==> config.mk <==
export PLATFORM = sky130hd
export DESIGN_NAME = nidc_alu
export DESIGN_NICKNAME = d
export VERILOG_FILES = /design/src/rtl/core/nidc_pkg.sv /design/src/rtl/core/nidc_alu.sv
export SDC_FILE = /design/constraint.sdc
export NUM_CORES = 1
export LEC_CHECK = 0
export BUFFER_PORTS_ARGS = -buffer_cell sky130_fd_sc_hd__buf_2
export CAP_MARGIN = 20
export CORE_MARGIN = 2
export CORE_UTILIZATION = 60
export DETAILED_ROUTE_END_ITERATION = 16
export PLACE_DENSITY = 0.93
export SYNTH_ARGS = -nofsm -noshare
export SYNTH_HDL_FRONTEND = slang
export SYNTH_SLANG_ARGS = --single-unit
==> constraint.sdc <==
create_clock -name vclk -period 3.7
set_clock_uncertainty 0.2 [all_clocks]
set_input_delay 0.185 -clock vclk [all_inputs]
set_output_delay 0.185 -clock vclk [all_outputs]
set_load 0.05 [all_outputs]
==> src/rtl/core/nidc_pkg.sv <==
`timescale 1ns / 1ps
`default_nettype none
// ----------------------------------------------------------------------------
// nidc_pkg
// Types, codes and constants shared by the identity number checker modules.
// ----------------------------------------------------------------------------
package nidc_pkg;

    localparam int MAX_REGIONS = 64;
    localparam int REG_CW      = $clog2(MAX_REGIONS + 1);
    localparam int REG_AW      = (MAX_REGIONS > 1) ? $clog2(MAX_REGIONS) : 1;

    localparam int OP_W     = 2;
    localparam int CODE_W   = 20;
    localparam int CHAR_W   = 8;
    localparam int VERD_W   = 2;
    localparam int YEAR_W   = 14;
    localparam int MD_W     = 7;
    localparam int RES_W    = 4;
    localparam int DIGIT_W  = 4;
    localparam int POS_W    = 5;
    localparam int ALU_W    = 20;
    localparam int IN_W     = 32;
    localparam int OUT_W    = 8;
    localparam int CFG_IDX_W = 1;

    localparam logic [OP_W-1:0] OPC_CLEAR = 2'd0;
    localparam logic [OP_W-1:0] OPC_ADD   = 2'd1;
    localparam logic [OP_W-1:0] OPC_CHAR  = 2'd2;

    localparam logic [VERD_W-1:0] VERD_INVALID = 2'd0;
    localparam logic [VERD_W-1:0] VERD_MALE    = 2'd1;
    localparam logic [VERD_W-1:0] VERD_FEMALE  = 2'd2;

    localparam logic [CFG_IDX_W-1:0] CFG_MIN_YEAR = 1'b0;
    localparam logic [CFG_IDX_W-1:0] CFG_MAX_YEAR = 1'b1;

    localparam logic [YEAR_W-1:0] MIN_YEAR_RESET = 14'd1900;
    localparam logic [YEAR_W-1:0] MAX_YEAR_RESET = 14'd2011;

    // Character positions, counted from zero.
    localparam logic [POS_W-1:0] POS_YEAR   = 5'd6;
    localparam logic [POS_W-1:0] POS_YEAR_LO = 5'd8;
    localparam logic [POS_W-1:0] POS_MONTH  = 5'd10;
    localparam logic [POS_W-1:0] POS_DAY    = 5'd12;
    localparam logic [POS_W-1:0] POS_SEQ    = 5'd14;
    localparam logic [POS_W-1:0] POS_GENDER = 5'd16;
    localparam logic [POS_W-1:0] POS_LAST   = 5'd17;

    localparam logic [CHAR_W-1:0] CHAR_ZERO = 8'h30;
    localparam logic [CHAR_W-1:0] CHAR_NINE = 8'h39;
    localparam logic [CHAR_W-1:0] CHAR_X    = 8'h58;

    localparam logic [RES_W-1:0]   CHECK_MOD = 4'd11;
    localparam logic [RES_W-1:0]   CHECK_OK  = 4'd1;
    localparam logic [DIGIT_W-1:0] DIGIT_X   = 4'd10;

    localparam logic [MD_W-1:0] MONTH_FIRST = 7'd1;
    localparam logic [MD_W-1:0] MONTH_LAST  = 7'd12;
    localparam logic [MD_W-1:0] DAY_FIRST   = 7'd1;

    typedef enum logic [1:0] {
        ALU_MAC10,
        ALU_ADDMOD11,
        ALU_EQ,
        ALU_LE
    } t_alu_op;

    typedef struct packed {
        t_alu_op            op;
        logic [ALU_W-1:0]   a;
        logic [ALU_W-1:0]   b;
    } t_alu_req;

    typedef struct packed {
        logic [ALU_W-1:0]   y;
        logic               flag;
    } t_alu_rsp;

    typedef struct packed {
        logic               en;
        logic [REG_AW-1:0]  addr;
        logic [CODE_W-1:0]  data;
    } t_tbl_wr;

    typedef enum logic [3:0] {
        S_IDLE,
        S_ACC,
        S_RADD,
        S_RDBL,
        S_DATE,
        S_YMIN,
        S_YMAX,
        S_RD,
        S_CMP,
        S_DONE
    } t_state;

    function automatic logic [MD_W-1:0] month_days(input logic [MD_W-1:0] month,
                                                   input logic leap);
        logic [MD_W-1:0] days;
        unique case (month)
            7'd2: begin
                days = leap ? 7'd29 : 7'd28;
            end
            7'd4, 7'd6, 7'd9, 7'd11: begin
                days = 7'd30;
            end
            default: begin
                days = 7'd31;
            end
        endcase
        return days;
    endfunction

endpackage
`default_nettype wire

==> src/rtl/core/nidc_alu.sv <==
`timescale 1ns / 1ps
`default_nettype none
// ----------------------------------------------------------------------------
// nidc_alu
// Shared arithmetic unit: decimal accumulate, add modulo eleven and compares.
// ----------------------------------------------------------------------------
module nidc_alu
    import nidc_pkg::*;
(
    input  t_alu_req i_req,
    output t_alu_rsp o_rsp
);

    logic [ALU_W:0] sum;
    logic [ALU_W:0] modulus;

    assign modulus = (ALU_W + 1)'(CHECK_MOD);

    always_comb begin
        sum        = {1'b0, i_req.a} + {1'b0, i_req.b};
        o_rsp.y    = '0;
        o_rsp.flag = 1'b0;
        unique case (i_req.op)
            ALU_MAC10: begin
                // a * 10 as two shifts, then the new digit.
                o_rsp.y = (i_req.a << 3) + (i_req.a << 1) + i_req.b;
            end
            ALU_ADDMOD11: begin
                // Both operands are below eleven, so one subtraction suffices.
                if (sum >= modulus) begin
                    o_rsp.y = ALU_W'(sum - modulus);
                end else begin
                    o_rsp.y = sum[ALU_W-1:0];
                end
            end
            ALU_EQ: begin
                o_rsp.flag = (i_req.a == i_req.b);
            end
            ALU_LE: begin
                o_rsp.flag = (i_req.a <= i_req.b);
            end
            default: begin
                o_rsp.y = '0;
            end
        endcase
    end

endmodule
`default_nettype wire

==> results.txt, run 1 <==
* Number of warnings printed during yosys synthesis: 0
- Die width: 82.7 µm
* Most numerous cell in the Yosys netlist: sky130_fd_sc_hd__ha_1
- After synthesis, the mean cell area works out to 7.40 µm².
* Worst setup endpoint after the global-route repair_timing: o_rsp[10]
* Biggest area consumer among synthesized cells: sky130_fd_sc_hd__ha_1
- It got as far as 5_1_grt and failed there.
- Counting every net in the synthesized netlist gives 622.
- After clock tree synthesis, the flow added hold-fix buffers numbering 0.
- The cell area that synthesis handed to floorplanning was 0.00371 mm².
* Aggregate global routing overflow: 1052
- For this design the top-level I/O count stands at 63.
- Leading post-synthesis cells by instance count: 60 x sky130_fd_sc_hd__ha_1, 47 x sky130_fd_sc_hd__inv_1, 38 x sky130_fd_sc_hd__a21oi_1, 38 x sky130_fd_sc_hd__nor2_1, 23 x sky130_fd_sc_hd__xnor2_1
- Counting distinct cell types in the post-synthesis netlist gives 73.
- The floorplan has 28 rows.
- Area share of the leading cell type in the synthesized netlist: 20.2%
- The tool reported: "[ERROR GRT-0232] Routing congestion too high. Check the congestion heatmap in the GUI".
* Worst endpoint type: top-level output
* Die height: 82.7 µm
* Port Buf Inserts: 63
* Overall global routing resource usage: 110%
* Run status: did not finish
- By area the synthesized netlist is led by sky130_fd_sc_hd__ha_1 20%, sky130_fd_sc_hd__fa_1 9.7%, sky130_fd_sc_hd__xnor2_1 5.4%.
- Largest net degree at the start of global routing: 17
* Final weighted congestion of routability-driven global placement: 1.02
- Placed wire-length estimate: 11.2 mm
- Synthesized instance count: 502
- Post-synthesis sequential area ratio: 0%
* Starting utilization of the core area: 62.4%
[kinds of logic after synthesis]
group	count (synthesis)	synth area share, %
AO/OA/AOI/OAI	146	27.4
XOR/XNOR	35	8.46
adder cells (fa/ha/maj)	78	29.9
buffers and inverters	69	7.82
multiplexers	4	1.11
AND/OR/NAND/NOR	170	25.3
[stage by stage]
stage	hold slack (ns)	util [%]	worst slack (ns)	std cells	area, µm²
floorplan	0.445	-	-0.208	502	3840
detailed placement	0.727	82.0	-0.308	718	4880
CTS	0.692	87.9	-0.0119	727	5240
global placement	0.709	82.0	-0.103	718	4880
[per-layer routing]
layer / overflow / track usage (%)
met5: 2 / 38.3
met4: 221 / 132
met3: 6 / 67.8
met2: 822 / 165
met1: 1 / 86.7
[repair_timing]
item / CTS
cloned: 1
gates resized for setup: 62
setup buffers: 8
endpoints found under the setup margin: 19
pin swaps: 28
==> inputs of run 2 (changes only) <==
- CORE_UTILIZATION: 60 -> 40
- PLACE_DENSITY: 0.93 -> default
- PLACE_DENSITY_LB_ADDON: default -> 0.15
==> run 2 against run 1 <==
The flow now finishes, with violations (setup timing). Synthesized cell count stayed put. Area after synthesis is the same.
==> results.txt, run 2 <==
* Crit path kind: input port to output pin
- First DRT Iteration DRCs: 276
* Global-route wire length before repair: 22.2 mm
- Cell area after synthesis: 0.00371 mm²
- First-pass DRT Iterations: 5
- Post-Synthesis Mean Instance Area: 7.40 µm²
- Clock Buffer Count: 0
- VDD sags by at most 0.158 mV.
- By count the netlist is led by 60 x sky130_fd_sc_hd__ha_1, 47 x sky130_fd_sc_hd__inv_1, 38 x sky130_fd_sc_hd__a21oi_1, 38 x sky130_fd_sc_hd__nor2_1, 23 x sky130_fd_sc_hd__xnor2_1.
- The count of nets left with antenna violations once routing finished came out at 0.
* Die area: 0.0101 mm²
- Most numerous cell in the Yosys netlist: sky130_fd_sc_hd__ha_1
- Port Buf Inserts: 63
- In this run the power density over the cells is 259 mW/mm².
* Post-synth cell types: 73
* Area share of the leading cell type in the synthesized netlist: 20.2%
- Global routing used 26.6% of the available tracks across all layers.
- The worst setup path is launched from an input port.
- 63 I/O pins were placed.
- CP max FO: 4
- STA classifies the critical path endpoint as an output pin.
* Post-synthesis sequential area ratio: 0%
- Leading cell types by total area after synthesis: sky130_fd_sc_hd__ha_1 20%, sky130_fd_sc_hd__fa_1 9.7%, sky130_fd_sc_hd__xnor2_1 5.4%
- Largest net degree at the start of global routing: 17
- Max-capacitance violation count: 0
* Row count: 35
- Once routing completed, OpenROAD measured the worst setup slack at -0.00955 ns.
- For this block, the routed nets add up to 13.6 mm of wire.
- In the final layout, the share of cells above drive strength 1 is 42.9%.
- The library cells used most frequently in the layout, excluding fill and tap cells, are 130 x sky130_fd_sc_hd__buf_4, 45 x sky130_fd_sc_hd__inv_1, 45 x sky130_fd_sc_hd__ha_1, 41 x sky130_fd_sc_hd__buf_2, 33 x sky130_fd_sc_hd__nor2_1.
* Aggregate global routing overflow: 0
- Vias per Instance: 5.69
* Post-layout minimum cycle time: 3.71 ns
- Number of failing hold endpoints at the final stage: 0
* Most common cell after layout, fill and taps aside: sky130_fd_sc_hd__buf_4
- The analysis attributes to cell leakage a power of 2.63 nW.
- Worst slew margin: 46.3%
- Sequential cells placed in the final layout were counted as 0.
* Number of nets in the synthesized netlist: 622
- The core region is 0.00911 mm².
* Violated checks: setup timing
* Required time of the worst setup path: 3.31 ns
* Worst setup path start: i_req[3]
- At the end of the flow, the number of nets in the layout was 801.
* Total inserted antenna cells: 0
* Via count: 4494
- Setup repair after global routing missed its margin: yes
- Sequential cell area: 0 µm²
* Number of max-slew violations in the final report: 0
- Synthesized instance count: 502
- For this configuration, the core starts out at a cell density of 40.8%.
* Worst Tran Pin Value: 0.802 ns
- Overall power consumption after layout is estimated at 1.51 mW.
- The die is 100 µm wide.
- Routed wire length per instance: 17.2 µm
- Final weighted congestion of routability-driven global placement: 0.914
- Setup total negative slack: -0.00955 ns
* Critical Path AT: 3.32 ns
* Die height: 100 µm
- After filler insertion, the fill cell instance count of the layout stands at 819.
* Number of warnings printed during yosys synthesis: 0
- Final setup fails: 1
- Biggest area consumer among synthesized cells: sky130_fd_sc_hd__ha_1
- Hold_sp: i_req[41]
* DRC viols: 0
- Relative to the synthesized area, the layout overhead comes to 56.6%.
- Placed wire-length estimate: 11.2 mm
* Antenna violations before repair: 0
- Vias in the first global route: 4442
* Highest clock frequency the design can meet: 270 MHz
- Dividing the final minimum period by the clock period gives 100%.
- The flow ran to the end, but the final reports show violations.
- The min-delay analysis places its worst path in the category input port to output pin.
[run 2: cell counts after synthesis]
Identical to the previous run, type by type.
[run 2: what timing repair did]
action | in CTS | in global routing
setup buffers | 13 | 6
setup endpoints to repair | 20 | 20
pin swaps | 25 | 43
hold buffers | 0 | 0
hold endpoints to repair | 0 | 0
gates cloned | 1 | 0
gates resized for setup | 74 | 66
[run 2: area by class of cell]
| cell class | instances | area, µm² | share of cell area [%] |
|---|---|---|---|
| timing repair buffer | 197 | 1480 | 25.5 |
| tap | 111 | 139 | 2.39 |
| inverter | 48 | 180 | 3.10 |
| multi-input combinational | 434 | 4020 | 69.0 |
[run 2: power breakdown]
group,switching [mW],internal (mW)
Clock,0,0
Combinational,0.837,0.668
Sequential,0,0
Total,0.837,0.668
[run 2: worst paths after layout]
path,slack (ns),end,cells after the start
worst max-delay path,-0.01,o_rsp[18],15
worst min-delay path,0.69,o_rsp[1],3
[run 2: worst max-delay path, stage by stage]
cell and delay [ns]:
sky130_fd_sc_hd__buf_2 0.13, sky130_fd_sc_hd__inv_1 0.08, sky130_fd_sc_hd__ha_4 0.30, sky130_fd_sc_hd__nor2_1 0.07, sky130_fd_sc_hd__a2bb2oi_2 0.24, sky130_fd_sc_hd__nand4_4 0.15
sky130_fd_sc_hd__and2_4 0.16, sky130_fd_sc_hd__or3_4 0.38, sky130_fd_sc_hd__a311oi_4 0.35, sky130_fd_sc_hd__buf_4 0.19, sky130_fd_sc_hd__a31oi_4 0.12, sky130_fd_sc_hd__buf_6 0.14
sky130_fd_sc_hd__a211o_1 0.32, sky130_fd_sc_hd__a311oi_4 0.30, sky130_fd_sc_hd__buf_6 0.19
[run 2: per-stage QoR]
stage | hold slack, ns | instance area (µm²) | setup WS, ns | utilization (%) | instances
after floorplan | 0.445 | 3840 | -0.208 | - | 502
after global placement | 0.730 | 5050 | -0.269 | 55.4 | 770
after detailed placement | 0.733 | 5050 | -0.368 | 55.4 | 770
after CTS | 0.695 | 5480 | -0.00925 | 60.1 | 784
after global routing | 0.709 | 5820 | -0.0888 | 63.9 | 790
final | 0.693 | 5820 | -0.00955 | 63.9 | 790
[run 2: cell families (layout without fill, tap and decap cells)]
family | after synthesis | count (layout) | share of synthesized area [%]
simple gates | 170 | 171 | 25.3
compound gates | 146 | 146 | 27.4
xor+xnor | 35 | 35 | 8.46
fa+ha+maj | 78 | 78 | 29.9
buf+inv | 69 | 245 | 7.82
mux | 4 | 4 | 1.11
[run 2: metal layers]
layer / GRT usage [%] / routed length (µm) / up-vias
met2: 45.3 / 6340 / 146
li1: - / - / 2204
met1: 38.7 / 6400 / 2127
met3: 0.0696 / 604 / 17
met5: 0 / 0 / -
met4: 4.11 / 214 / 0
No activity file was read; power rests on OpenSTA's default activity.
==> inputs of run 3 (changes only) <==
- CELL_PAD_IN_SITES_DETAIL_PLACEMENT: default -> 0
- CELL_PAD_IN_SITES_GLOBAL_PLACEMENT: default -> 1
- CORE_ASPECT_RATIO: default -> 0.7
- CORE_MARGIN: 2 -> 5
==> run 3 against run 2 <==
The run still ends with setup timing left. Global-route usage decreased by 2.9 points. Largest cell class unchanged. Maximum frequency down 1.4%. Via count is 2.9% higher. Sequential cell count stayed put.
==> results.txt, run 3 (synthesis gave the netlist of run 2 again) <==
* Crit-path slowest cell: sky130_fd_sc_hd__fa_2
- Setup total negative slack: -0.230 ns
- The worst pin sits at a relative slew slack of 48.2%.
- Counting the clock-network buffers in the layout gives 0.
- Entering global routing, the biggest net connects 17 pins.
* Final cell count without fillers: 824
- Traced cell by cell, the critical path runs through buf_8 > ha_4 > inv_2 > fa_2 > o21bai_4 > o211ai_4 > a21oi_2 > nor2_2 > or3_4 > a311oi_4 > and3_4 > buf_12 > nand4_4 > buf_6 > a211o_1 > o211ai_1 > buf_4.
- At the worst endpoint, the arrival time is 3.38 ns.
* Number of nets still failing antenna checks after routing: 0
- Aggregate global routing overflow: 0
- Cell family with most CP delay: compound AO/OA/AOI/OAI gates
- The library cell used most frequently in the layout, excluding fill and tap cells, is sky130_fd_sc_hd__buf_4.
- STA classifies the critical path startpoint as an input port.
- Of all nets on the critical path, the largest fanout is 7.
* Post-layout minimum cycle time: 3.76 ns
- The number of antenna violations at the first check in global routing was 1.
- Worst hold path type: input port to output pin
- Global-route wire length before repair: 22.6 mm
* Worst setup path start: i_req[20]
* Floorplan Core Area: 0.00907 mm²
* DRC viols: 0
- The die is 125 µm wide.
- The number of global-route vias before repair came to 4434.
* Crit path buf inv count: 5
* Max-capacitance violation count: 0
- Wires add up to 14.7 mm.
- The final layout contains 822 nets.
- Pwr Total: 1.59 mW
- Power Density: 259 mW/mm²
- Final setup fails: 7
- Post-cts hold buffer count: 0
* Clk pwr share: 0%
* First DRT Iteration DRCs: 343
- Setup repair after global routing could not meet its margin everywhere.
* Vias per Instance: 5.61
* Count of sequential standard cells: 0
- In this run the worst setup path terminates at o_rsp[10].
* Relative contribution of sequential cells to total power: 0%
- Most used cells in the layout excluding fill and tap cells: 142 x sky130_fd_sc_hd__buf_4, 45 x sky130_fd_sc_hd__ha_1, 40 x sky130_fd_sc_hd__inv_1, 40 x sky130_fd_sc_hd__buf_2, 34 x sky130_fd_sc_hd__nor2_1
- Of the total power, the share spent switching nets is 54.8%.
- Post-route cell area: 0.00615 mm²
- Delay of the slowest cell on the worst path: 0.36 ns
* Number of max-slew violations in the final report: 0
- Port Buf Inserts: 63
- The congestion estimate from routability-driven global placement came to 1.02.
- Compared with the post-synthesis result, the final layout area differs by 65.6%.
* Routed wire length per instance: 17.9 µm
- In the post-route analysis, the smallest setup slack over all paths is -0.0614 ns.
- For this design the top-level I/O count stands at 63.
- Global routing used 23.7% of the available tracks across all layers.
- Internal: 719 µW
- Net Sw Power: 873 µW
- The post-route netlist has 47.0% of its cells at a drive strength greater than 1.
- The analysis attributes to cell leakage a power of 2.81 nW.
- Worst Tran Pin Value: 0.776 ns
* Via count: 4626
- The count of endpoints failing hold in the final timing report is 0.
* First-pass DRT Iterations: 5
* Required time of the worst setup path: 3.31 ns
- Row generation in the floorplan step produced 29 rows.
- The die covers 0.0113 mm².
- Crit path depth: 17
- Combinational power share: 100.0%
- Of the available clock period, the critical path in the final layout requires 102%.
- The final reports fail on setup timing.
- Placed wire-length estimate: 11.7 mm
- Run status: complete, but fails checks
* Sequential cell area: 0 µm²
- Total inserted antenna cells: 0
- IR analysis of the VDD net gives a maximum drop of 0.101 mV.
* Crit path kind: input port to output pin
* Starting utilization of the core area: 40.9%
- The die is 90.6 µm tall.
* End-of-flow core utilization: 67.8%
- Highest clock frequency the design can meet: 266 MHz
- Kind of capture point of the worst setup path: output pin
- The number of placed instances, taps included, is 791.
* Placed cell areas: 0.00512 mm²
[run 3: cell count changes in the layout (fill, tap and decap cells not counted), moves of 3 or more]
cell / before / now
sky130_fd_sc_hd__inv_2: 2 / 7
sky130_fd_sc_hd__buf_4: 130 / 142
sky130_fd_sc_hd__buf_6: 24 / 30
sky130_fd_sc_hd__inv_1: 45 / 40
sky130_fd_sc_hd__xnor2_1: 20 / 17
[run 3: power by group through the flow]
stage	clock (mW)	sequential, mW	combinational (mW)
3_3_place_gp	0	0	1.28
3_5_place_dp	0	0	1.29
4_1_cts	0	0	1.42
2_1_floorplan	0	0	0.817
5_1_grt	0	0	1.70
6_report	0	0	1.59
[run 3: how the worst min path moves through the flow]
stage / start / end / slack, ns / cells after the start
global route: i_req[41] / o_rsp[1] / 0.71 / 3
floorplan: i_req[40] / o_rsp[4] / 0.45 / 2
global placement: i_req[41] / o_rsp[3] / 0.72 / 3
finish: i_req[41] / o_rsp[1] / 0.68 / 3
CTS: i_req[41] / o_rsp[1] / 0.69 / 3
detailed placement: i_req[41] / o_rsp[14] / 0.73 / 3
[run 3: layer usage]
metal	global-route usage, %	wire [µm]	vias up
met5	0	11	-
met4	2.35	164	2
met3	2.66	719	20
met2	34.7	6220	139
met1	37.8	7610	2217
li1	-	-	2248
[run 3: metrics by stage]
step	setup slack [ns]	hold WS, ns
after floorplan	-0.208	0.445
after global placement	-0.380	0.724
after detailed placement	-0.413	0.732
after CTS	-0.0648	0.689
after global routing	-0.149	0.711
final	-0.0614	0.684
[run 3: final cells by class]
| cell class | instances | area (µm²) |
|---|---|---|
| multi-input combinational | 434 | 4110 |
| fill | 772 | 2920 |
| timing repair buffer | 218 | 1700 |
| inverter | 48 | 180 |
| tap | 124 | 155 |
[run 3: timing repair]
item	CTS	global route
buffers inserted	18	17
gates resized for setup	78	94
pin swaps	37	43
setup endpoints to repair	20	20
cloned	1	0
[run 3: tightest hold or removal path, delay by kind of cell]
kind	cells	cell delay [ns]
compound gates	1	0.05
buf+inv	2	0.46
